## config.mk

```make
export PLATFORM = sky130hd
export DESIGN_NAME = ws2812_pixel_serializer
export DESIGN_NICKNAME = d
export VERILOG_FILES = /design/src/rtl/core/wps_pkg.sv /design/src/rtl/core/wps_front.sv /design/src/rtl/core/wps_fifo.sv /design/src/rtl/core/wps_back.sv /design/src/rtl/core/ws2812_pixel_serializer.sv
export SDC_FILE = /design/constraint.sdc
export NUM_CORES = 1
export LEC_CHECK = 0
export BUFFER_PORTS_ARGS = -buffer_cell sky130_fd_sc_hd__buf_2
export CAP_MARGIN = 40
export CORE_ASPECT_RATIO = 1.75
export CORE_MARGIN = 3
export CORE_UTILIZATION = 45
export DETAILED_ROUTE_END_ITERATION = 16
export GPL_TIMING_DRIVEN = 0
export PLACE_DENSITY_LB_ADDON = 0.15
export SYNTH_ARGS = -nofsm -noshare
export SYNTH_HDL_FRONTEND = slang
export SYNTH_SLANG_ARGS = --single-unit
```

## constraint.sdc

```tcl
create_clock -name clk -period 4.86 [get_ports clk]
set_clock_uncertainty 0.2 [all_clocks]
set_input_delay 0.243 -clock clk [delete_from_list [all_inputs] [get_ports clk]]
set_output_delay 0.243 -clock clk [all_outputs]
set_load 0.005 [all_outputs]
```

## src/rtl/core/wps_pkg.sv

```systemverilog
`default_nettype none

package wps_pkg;

    localparam int BITS_PER_PIXEL = 24;
    localparam int BITS_LEFT_W = $clog2(BITS_PER_PIXEL);
    localparam int COLOR_W = 8;
    localparam int OP_W = 2;
    localparam int TICK_W = 16;
    localparam int CFG_COUNT = 7;
    localparam int CFG_IDX_W = 3;
    localparam int QUEUE_DEPTH = 2;
    localparam int QPTR_W = $clog2(QUEUE_DEPTH);
    localparam int QCNT_W = $clog2(QUEUE_DEPTH + 1);

    localparam logic [OP_W-1:0] OP_TICK = 2'd0;
    localparam logic [OP_W-1:0] OP_LOAD = 2'd1;
    localparam logic [OP_W-1:0] OP_RESET = 2'd2;

    localparam logic [CFG_IDX_W-1:0] REG_ONE_HIGH = 3'd0;
    localparam logic [CFG_IDX_W-1:0] REG_ONE_LOW = 3'd1;
    localparam logic [CFG_IDX_W-1:0] REG_ZERO_HIGH = 3'd2;
    localparam logic [CFG_IDX_W-1:0] REG_ZERO_LOW = 3'd3;
    localparam logic [CFG_IDX_W-1:0] REG_LATCH = 3'd4;
    localparam logic [CFG_IDX_W-1:0] REG_RST_LOW = 3'd5;
    localparam logic [CFG_IDX_W-1:0] REG_RST_HIGH = 3'd6;

    localparam logic [TICK_W-1:0] CFG_RESET [CFG_COUNT] = '{
        16'd7, 16'd1, 16'd2, 16'd5, 16'd10, 16'd1000, 16'd10
    };

    typedef enum logic [1:0] {
        CMD_TICK,
        CMD_LOAD,
        CMD_RESET,
        CMD_NOP
    } cmd_kind_t;

    typedef struct packed {
        cmd_kind_t                 kind;
        logic [BITS_PER_PIXEL-1:0] pixel;
    } cmd_t;

    typedef enum logic [5:0] {
        PH_IDLE     = 6'b000001,
        PH_BIT_HIGH = 6'b000010,
        PH_BIT_LOW  = 6'b000100,
        PH_LATCH    = 6'b001000,
        PH_RST_LOW  = 6'b010000,
        PH_RST_HIGH = 6'b100000
    } phase_t;

    function automatic logic [TICK_W-1:0] tick_count(input logic [TICK_W-1:0] v);
        tick_count = (v == '0) ? TICK_W'(1) : v;
    endfunction

endpackage

`default_nettype wire

```

## src/rtl/core/wps_front.sv

```systemverilog
`default_nettype none

module wps_front (
    input  wire logic [1:0]  operation,
    input  wire logic [7:0]  green,
    input  wire logic [7:0]  red,
    input  wire logic [7:0]  blue,
    input  wire logic        enable,
    output wps_pkg::cmd_t    cmd
);
    import wps_pkg::*;

    logic [3*COLOR_W-1:0] color;

    assign color = enable ? {green, red, blue} : '0;

    always_comb
    begin
        cmd.pixel = BITS_PER_PIXEL'(color) << (BITS_PER_PIXEL - 3*COLOR_W);
        unique case (operation)
            OP_TICK:  cmd.kind = CMD_TICK;
            OP_LOAD:  cmd.kind = CMD_LOAD;
            OP_RESET: cmd.kind = CMD_RESET;
            default:  cmd.kind = CMD_NOP;
        endcase
    end

endmodule

`default_nettype wire

```

## src/rtl/core/wps_fifo.sv

```systemverilog
`default_nettype none

module wps_fifo (
    input  wire logic                  clk,
    input  wire logic                  rst_n,
    input  wire logic                  push,
    input  wire wps_pkg::cmd_t         push_cmd,
    output logic                       full,
    input  wire logic                  pop,
    output wps_pkg::cmd_t              pop_cmd,
    output logic                       not_empty,
    output logic [wps_pkg::QCNT_W-1:0] level
);
    import wps_pkg::*;

    cmd_t              mem [QUEUE_DEPTH];
    logic [QPTR_W-1:0] wr_ptr_reg;
    logic [QPTR_W-1:0] wr_ptr_next;
    logic [QPTR_W-1:0] rd_ptr_reg;
    logic [QPTR_W-1:0] rd_ptr_next;
    logic [QCNT_W-1:0] cnt_reg;
    logic [QCNT_W-1:0] cnt_next;
    logic              do_push;
    logic              do_pop;

    assign full      = (cnt_reg == QCNT_W'(QUEUE_DEPTH));
    assign not_empty = (cnt_reg != '0);
    assign level     = cnt_reg;
    assign do_push   = push && !full;
    assign do_pop    = pop && not_empty;
    assign pop_cmd   = mem[rd_ptr_reg];

    always_comb
    begin
        wr_ptr_next = wr_ptr_reg;
        rd_ptr_next = rd_ptr_reg;
        cnt_next    = cnt_reg;
        if (do_push)
        begin
            wr_ptr_next = (wr_ptr_reg == QPTR_W'(QUEUE_DEPTH - 1)) ? '0 : wr_ptr_reg + 1'b1;
        end
        if (do_pop)
        begin
            rd_ptr_next = (rd_ptr_reg == QPTR_W'(QUEUE_DEPTH - 1)) ? '0 : rd_ptr_reg + 1'b1;
        end
        if (do_push && !do_pop)
        begin
            cnt_next = cnt_reg + 1'b1;
        end
        else if (do_pop && !do_push)
        begin
            cnt_next = cnt_reg - 1'b1;
        end
    end

    always_ff @(posedge clk)
    begin
        if (do_push)
        begin
            mem[wr_ptr_reg] <= push_cmd;
        end
    end

    always_ff @(posedge clk or negedge rst_n)
    begin
        if (!rst_n)
        begin
            wr_ptr_reg <= '0;
            rd_ptr_reg <= '0;
            cnt_reg    <= '0;
        end
        else
        begin
            wr_ptr_reg <= wr_ptr_next;
            rd_ptr_reg <= rd_ptr_next;
            cnt_reg    <= cnt_next;
        end
    end

endmodule

`default_nettype wire

```

## src/rtl/core/wps_back.sv

```systemverilog
`default_nettype none

module wps_back (
    input  wire logic                     clk,
    input  wire logic                     rst_n,
    input  wire logic                     cfg_write,
    input  wire logic [wps_pkg::CFG_IDX_W-1:0] cfg_index,
    input  wire logic [wps_pkg::TICK_W-1:0]    cfg_data,
    input  wire logic                     cmd_valid,
    input  wire wps_pkg::cmd_t            cmd,
    output logic                          cmd_pop,
    output logic                          out_valid,
    input  wire logic                     out_ready,
    output logic                          line_level,
    output logic                          busy_res,
    output logic                          refused,
    output logic                          frame_done
);
    import wps_pkg::*;

    logic [TICK_W-1:0]         cfg_reg [CFG_COUNT];
    logic [BITS_PER_PIXEL-1:0] shift_reg;
    logic [BITS_PER_PIXEL-1:0] shift_next;
    logic [BITS_LEFT_W-1:0]    bits_left_reg;
    logic [BITS_LEFT_W-1:0]    bits_left_next;
    phase_t                    phase_reg;
    phase_t                    phase_next;
    logic [TICK_W-1:0]         count_reg;
    logic [TICK_W-1:0]         count_next;
    logic [TICK_W-1:0]         count_dec;
    logic                      line_reg;
    logic                      line_next;
    logic                      refused_next;
    logic                      done_next;
    logic                      busy;
    logic                      out_valid_reg;
    logic                      line_level_reg;
    logic                      busy_res_reg;
    logic                      refused_reg;
    logic                      frame_done_reg;

    assign busy       = (phase_reg != PH_IDLE);
    assign cmd_pop    = cmd_valid && (!out_valid_reg || out_ready);
    assign count_dec  = (count_reg != '0) ? count_reg - 1'b1 : '0;
    assign out_valid  = out_valid_reg;
    assign line_level = line_level_reg;
    assign busy_res   = busy_res_reg;
    assign refused    = refused_reg;
    assign frame_done = frame_done_reg;

    always_comb
    begin
        shift_next     = shift_reg;
        bits_left_next = bits_left_reg;
        phase_next     = phase_reg;
        count_next     = count_reg;
        line_next      = line_reg;
        refused_next   = 1'b0;
        done_next      = 1'b0;
        unique case (cmd.kind)
            CMD_LOAD:
            begin
                if (busy)
                begin
                    refused_next = 1'b1;
                end
                else
                begin
                    shift_next     = cmd.pixel;
                    bits_left_next = BITS_LEFT_W'(BITS_PER_PIXEL - 1);
                    phase_next     = PH_BIT_HIGH;
                    count_next     = cmd.pixel[BITS_PER_PIXEL-1]
                                   ? tick_count(cfg_reg[REG_ONE_HIGH])
                                   : tick_count(cfg_reg[REG_ZERO_HIGH]);
                    line_next      = 1'b1;
                end
            end
            CMD_RESET:
            begin
                if (busy)
                begin
                    refused_next = 1'b1;
                end
                else
                begin
                    phase_next = PH_RST_LOW;
                    count_next = tick_count(cfg_reg[REG_RST_LOW]);
                    line_next  = 1'b0;
                end
            end
            CMD_TICK:
            begin
                if (busy)
                begin
                    count_next = count_dec;
                    if (count_dec == '0)
                    begin
                        unique case (phase_reg)
                            PH_BIT_HIGH:
                            begin
                                phase_next = PH_BIT_LOW;
                                count_next = shift_reg[BITS_PER_PIXEL-1]
                                           ? tick_count(cfg_reg[REG_ONE_LOW])
                                           : tick_count(cfg_reg[REG_ZERO_LOW]);
                                line_next  = 1'b0;
                            end
                            PH_BIT_LOW:
                            begin
                                if (bits_left_reg == '0)
                                begin
                                    phase_next = PH_LATCH;
                                    count_next = tick_count(cfg_reg[REG_LATCH]);
                                    line_next  = 1'b0;
                                end
                                else
                                begin
                                    bits_left_next = bits_left_reg - 1'b1;
                                    shift_next     = {shift_reg[BITS_PER_PIXEL-2:0], 1'b0};
                                    phase_next     = PH_BIT_HIGH;
                                    count_next     = shift_reg[BITS_PER_PIXEL-2]
                                                   ? tick_count(cfg_reg[REG_ONE_HIGH])
                                                   : tick_count(cfg_reg[REG_ZERO_HIGH]);
                                    line_next      = 1'b1;
                                end
                            end
                            PH_LATCH:
                            begin
                                phase_next = PH_IDLE;
                                line_next  = 1'b0;
                                done_next  = 1'b1;
                            end
                            PH_RST_LOW:
                            begin
                                phase_next = PH_RST_HIGH;
                                count_next = tick_count(cfg_reg[REG_RST_HIGH]);
                                line_next  = 1'b1;
                            end
                            default:
                            begin
                                phase_next = PH_IDLE;
                                line_next  = 1'b1;
                                done_next  = 1'b1;
                            end
                        endcase
                    end
                end
            end
            default:
            begin
            end
        endcase
    end

    always_ff @(posedge clk or negedge rst_n)
    begin
        if (!rst_n)
        begin
            for (int i = 0; i < CFG_COUNT; i++)
            begin
                cfg_reg[i] <= CFG_RESET[i];
            end
        end
        else if (cfg_write && (cfg_index < CFG_IDX_W'(CFG_COUNT)))
        begin
            cfg_reg[cfg_index] <= cfg_data;
        end
    end

    always_ff @(posedge clk or negedge rst_n)
    begin
        if (!rst_n)
        begin
            shift_reg     <= '0;
            bits_left_reg <= '0;
            phase_reg     <= PH_IDLE;
            count_reg     <= '0;
            line_reg      <= 1'b0;
            out_valid_reg <= 1'b0;
        end
        else
        begin
            if (cmd_pop)
            begin
                shift_reg     <= shift_next;
                bits_left_reg <= bits_left_next;
                phase_reg     <= phase_next;
                count_reg     <= count_next;
                line_reg      <= line_next;
                out_valid_reg <= 1'b1;
            end
            else if (out_ready)
            begin
                out_valid_reg <= 1'b0;
            end
        end
    end

    always_ff @(posedge clk)
    begin
        if (cmd_pop)
        begin
            line_level_reg <= line_next;
            busy_res_reg   <= (phase_next != PH_IDLE);
            refused_reg    <= refused_next;
            frame_done_reg <= done_next;
        end
    end

endmodule

`default_nettype wire

```

## src/rtl/core/ws2812_pixel_serializer.sv

```systemverilog
// channel | signals                                   | accepted when
// --------+-------------------------------------------+----------------------
// in      | in_valid in_ready operation green red     | in_valid & in_ready
//         | blue enable                               |
// out     | out_valid out_ready line_level busy_res   | out_valid & out_ready
//         | refused frame_done                        |
// cfg     | cfg_valid cfg_ready cfg_index cfg_data    | cfg_valid & cfg_ready
//
// one item per cycle sustained while out_ready stays high; each item passes
// through the two-entry command queue and then the output register
// the waveform engine retires one queued command per cycle unless the output stalls
// in_ready drops only when the queue is full, which needs out_ready low
// cfg_ready is always high; no clearing pass after reset
`default_nettype none

module ws2812_pixel_serializer (
    input  wire logic        clk,
    input  wire logic        rst_n,
    input  wire logic        in_valid,
    output logic             in_ready,
    input  wire logic [1:0]  operation,
    input  wire logic [7:0]  green,
    input  wire logic [7:0]  red,
    input  wire logic [7:0]  blue,
    input  wire logic        enable,
    output logic             out_valid,
    input  wire logic        out_ready,
    output logic             line_level,
    output logic             busy_res,
    output logic             refused,
    output logic             frame_done,
    input  wire logic        cfg_valid,
    output logic             cfg_ready,
    input  wire logic [wps_pkg::CFG_IDX_W-1:0] cfg_index,
    input  wire logic [wps_pkg::TICK_W-1:0]    cfg_data
);
    import wps_pkg::*;

    cmd_t              front_cmd;
    cmd_t              queue_cmd;
    logic              queue_full;
    logic              queue_not_empty;
    logic              queue_pop;
    logic [QCNT_W-1:0] queue_level;

    assign in_ready  = !queue_full;
    assign cfg_ready = 1'b1;

    wps_front u_front (
        .operation (operation),
        .green     (green),
        .red       (red),
        .blue      (blue),
        .enable    (enable),
        .cmd       (front_cmd)
    );

    wps_fifo u_fifo (
        .clk       (clk),
        .rst_n     (rst_n),
        .push      (in_valid),
        .push_cmd  (front_cmd),
        .full      (queue_full),
        .pop       (queue_pop),
        .pop_cmd   (queue_cmd),
        .not_empty (queue_not_empty),
        .level     (queue_level)
    );

    wps_back u_back (
        .clk        (clk),
        .rst_n      (rst_n),
        .cfg_write  (cfg_valid && cfg_ready),
        .cfg_index  (cfg_index),
        .cfg_data   (cfg_data),
        .cmd_valid  (queue_not_empty),
        .cmd        (queue_cmd),
        .cmd_pop    (queue_pop),
        .out_valid  (out_valid),
        .out_ready  (out_ready),
        .line_level (line_level),
        .busy_res   (busy_res),
        .refused    (refused),
        .frame_done (frame_done)
    );

    a_done_not_busy: assert property (@(posedge clk) disable iff (!rst_n)
        out_valid && frame_done |-> !busy_res)
        else $error("frame_done reported while still busy");

    a_refused_busy: assert property (@(posedge clk) disable iff (!rst_n)
        out_valid && refused |-> busy_res)
        else $error("refused item reported while idle");

    a_queue_level: assert property (@(posedge clk) disable iff (!rst_n)
        queue_level <= QCNT_W'(QUEUE_DEPTH))
        else $error("command queue overflow");

endmodule

`default_nettype wire

```

==> metrics.cfg <==
[global_routing]
grt_busiest_layer=met2
grt.met3_usage=0.0254
globalRouteTotalUtil=0.231
wire_length_of_the_first_global_routing_pass_mm=49.6
globalRouteMet1Util=0.243
grt_antenna_before_repair=0
grt.met2_usage=0.435
grt-ovfl-total=0
maximum_number_of_pins_on_one_net_before_global_route_repair=122
first_global_vias=8939

[power_and_ir_drop]
power.density_nw_per_um2=541
peak_ir_drop_on_the_vdd_network_uv=340
leakage_nw=5.47

[worst_setup_path]
worst-endpoint-required_ns=5.07
timing.critical_path.arrival_ns=4.68
worst_setup_path_start_kind=flop
worst-path-max-fanout=11
cp-end-kind=flop
startpoint_to_endpoint_class_of_the_critical_path=reg2reg

[clock_network]
worst_setup_hold_path_clk_slew_ns=0.07
clock_tree.root_cell=sky130_fd_sc_hd__clkbuf_16
worst_skew_pair.late_latency_ns=0.54
htree_num_levels=1
postCtsSetupBuffers=0
cts_made_buffers=23
tritoncts=built
cts.sink_count=225
cts-root-to-sink-buffers=3

[sta]
fmaxAchievable_mhz=224
rsz0062_at_grt=false
time_the_final_worst_path_needs_with_i_o_delays_and_setup_ns=4.47
final_count_of_hold_timing_violations=0
timing.max_slew.rel_slack=0.463
worst_slack_ns=0.387
timing_worst_slew_pin_value_ns=0.805
timing_max_transition_violations_final=0
setup_viol=0
final.setup.tns_ns=0
finalCritPeriodShare=0.920

[placed_design]
detailedPlacementHpwl_mm=23.2
placedInstanceArea_um2=12200
io_buffer_count=52
dpl_worst_slack_ns=0.329
place_congestion=0.910

[finish]
drive_above_1_share=0.234
regArea_um2=5930
antenna-diode-count=0
nFillCells=2160
final_nets=1193
largest_register_ff_count=112
finalCoreUtilization=0.545
area_overhead_vs_synth_pct=18.7
multiInputGateArea_um2=5140
postLayoutCellArea_um2=13500

[die]
top_level_ports=58
die_height_um=217
die_area_um2=27300
floorplan.rows=76
core-area_um2=24800
initial_utilization=0.459
die_x_um=126

[logic_synthesis]
yosysWarningCount=0
flip_flop_and_latch_count_after_synthesis=225
synth_top_cell_area_share=0.332
syn-cell-area_um2=11400
async_reset_ff_frac=0.751
yosysUniqueCellTypes=73
synth-seq-area-share=0.521
yosys_most_used_dff=sky130_fd_sc_hd__dfrtp_1
syn-mean-instance-area_um2=11.4
post-synth-top-area-cell=sky130_fd_sc_hd__dfrtp_1
synthesized_nets=1059
synth-edff-count=56
post_synth_inst_count=1000
synth.top_cells.by_area=sky130_fd_sc_hd__dfrtp_1 (33%), sky130_fd_sc_hd__edfxtp_1 (15%), sky130_fd_sc_hd__mux2_2 (13%), sky130_fd_sc_hd__dfstp_2 (4.1%), sky130_fd_sc_hd__mux2i_1 (4.0%)

[routing]
drt-total-wl_mm=31.6
dr.first_iter.drc_count=645
drc_errors=0
viasPerCell=6.02
antenna_left=0
drt_pre_antenna_iters=7
via_count=8800
route.detailed.wl_per_inst_um=21.6

[min_path]
worst_hold_path_class=in2async

[job]
maxCapViolCount=0

[run_status]
result_of_the_run=completed

==> metrics by stage <==
step | hold slack [ns] | total power [mW] | std cells
global route | 0.0550 | 7.72 | 1463
CTS | 0.0118 | 7.35 | 1463
global placement | 0.257 | 5.14 | 1364
detailed placement | -0.00958 | 5.21 | 1373
floorplan | -0.253 | 4.42 | 1000
finish | 0.0109 | 7.31 | 1463
==> per-layer routing <==
metal	vias to the layer above	routed length, um
li1	4016	-
met1	4341	11000
met2	329	17200
met3	114	1330
met4	0	2050
met5	-	0
==> power breakdown <==
part | switching, mW | internal [mW] | leakage (nW)
logic | 1.43 | 0.945 | 2.47
registers | 0.383 | 2.47 | 2.57
clock network | 0.789 | 1.30 | 0.421
total | 2.60 | 4.71 | 5.47
==> cells by family (layout without fill, tap and decap cells) <==
logic type               count (synthesis)  in the layout  synth area share
AND/OR/NAND/NOR                        293            293             0.138
flip-flops                             225            225             0.521
multiplexers                           191            191             0.184
AO/OA/AOI/OAI                          186            186             0.106
buffers and inverters                   78            229            0.0285
XOR/XNOR                                18             18            0.0138
adder cells (fa/ha/maj)                  8              8           0.00878
other                                    1              1          0.000329
==> worst paths after layout <==
check	startpoint	endpoint	slack (ns)	depth (start not counted)
max reg2reg	u_fifo.rd_ptr_reg	u_back.shift_reg[23]	0.39	11
min reg2reg	u_back.shift_reg[12]	u_back.shift_reg[12]	0.29	1
max in group asynchronous	rst_n	u_back.cfg_reg[56]	3.51	3
min in group clk	cfg_index[1]	u_back.cfg_reg[98]	0.08	3
min	rst_n	u_back.out_valid	0.01	2
max	u_fifo.rd_ptr_reg	u_back.shift_reg[23]	0.39	11
==> critical path, stage by stage (launching register included) <==
cell and delay, ns:
sky130_fd_sc_hd__dfrtp_1 0.32, sky130_fd_sc_hd__clkbuf_1 0.50, sky130_fd_sc_hd__mux2_2 0.52, sky130_fd_sc_hd__buf_1 0.33
sky130_fd_sc_hd__inv_1 0.18, sky130_fd_sc_hd__ha_1 0.35, sky130_fd_sc_hd__clkbuf_1 0.47, sky130_fd_sc_hd__clkbuf_1 0.52
sky130_fd_sc_hd__buf_1 0.44, sky130_fd_sc_hd__nor2_1 0.11, sky130_fd_sc_hd__a21oi_1 0.27, sky130_fd_sc_hd__mux2i_1 0.12
==> cells in the final DEF, fill, tap and decap left out, drive strengths merged, types with 8 or more instances in the layout <==
| cell type | count |
|---|---|
| a222oi | 8 |
| nand3 | 26 |
| dfstp | 18 |
| dlygate4sd3 | 48 |
| nand4 | 9 |
| ha | 8 |
| nor4 | 36 |
| edfxtp | 56 |
| a21oi | 46 |
| o21ai | 55 |
| bufinv | 8 |
| nand2 | 93 |
| dfrtp | 151 |
| a31oi | 18 |
| clkbuf | 73 |
| and2 | 29 |
| nor3 | 22 |
| mux2i | 45 |
| nor2 | 26 |
| buf | 76 |
| mux2 | 146 |
| inv | 16 |
| a221oi | 15 |
| nand2b | 9 |
| xnor2 | 11 |
==> synthesized netlist by cell type, types with 3 or more instances <==
| master | number |
|---|---|
| sky130_fd_sc_hd__o221ai_1 | 4 |
| sky130_fd_sc_hd__or3_1 | 5 |
| sky130_fd_sc_hd__mux2_1 | 17 |
| sky130_fd_sc_hd__a21o_1 | 3 |
| sky130_fd_sc_hd__xnor2_1 | 11 |
| sky130_fd_sc_hd__buf_6 | 3 |
| sky130_fd_sc_hd__dfrtp_1 | 151 |
| sky130_fd_sc_hd__o21ai_0 | 53 |
| sky130_fd_sc_hd__mux2i_1 | 45 |
| sky130_fd_sc_hd__nand2_1 | 93 |
| sky130_fd_sc_hd__nor3b_1 | 7 |
| sky130_fd_sc_hd__o211ai_1 | 4 |
| sky130_fd_sc_hd__a221oi_1 | 15 |
| sky130_fd_sc_hd__a41oi_1 | 3 |
| sky130_fd_sc_hd__nor2_1 | 26 |
| sky130_fd_sc_hd__buf_2 | 5 |
| sky130_fd_sc_hd__ha_1 | 8 |
| sky130_fd_sc_hd__a211oi_1 | 4 |
| sky130_fd_sc_hd__a22oi_1 | 6 |
| sky130_fd_sc_hd__nor2b_1 | 3 |
| sky130_fd_sc_hd__nand2b_1 | 9 |
| sky130_fd_sc_hd__a222oi_1 | 8 |
| sky130_fd_sc_hd__nand4b_1 | 6 |
| sky130_fd_sc_hd__or4_1 | 4 |
| sky130_fd_sc_hd__a31oi_1 | 18 |
| sky130_fd_sc_hd__a21oi_1 | 44 |
| sky130_fd_sc_hd__nor4b_1 | 3 |
| sky130_fd_sc_hd__nor3_1 | 22 |
| sky130_fd_sc_hd__and3_1 | 3 |
| sky130_fd_sc_hd__nand3_1 | 26 |
| sky130_fd_sc_hd__edfxtp_1 | 56 |
| sky130_fd_sc_hd__buf_1 | 7 |
| sky130_fd_sc_hd__inv_1 | 14 |
| sky130_fd_sc_hd__nor4_1 | 33 |
| sky130_fd_sc_hd__xor2_1 | 7 |
| sky130_fd_sc_hd__mux2_2 | 129 |
| sky130_fd_sc_hd__clkbuf_1 | 47 |
| sky130_fd_sc_hd__dfstp_2 | 18 |
| sky130_fd_sc_hd__and2_1 | 29 |
| sky130_fd_sc_hd__nand4_1 | 8 |
==> layout make-up <==
cell class                      count  area share
Tap cell                          312      0.0289
Clock buffer                       25      0.0431
Inverter                           15     0.00416
Timing Repair Buffer              109      0.0629
Sequential cell                   225       0.439
Multi-Input combinational cell    697       0.380
Clock inverter                     17      0.0220
Buffer                             63      0.0200
==> timing repair <==
item,in CTS,in global routing
hold buffers,48,0
resized for setup,0,1
endpoints found under the setup margin,0,4
hold endpoints to repair,321,0
Note: power is estimated with default switching activity, not from simulation.
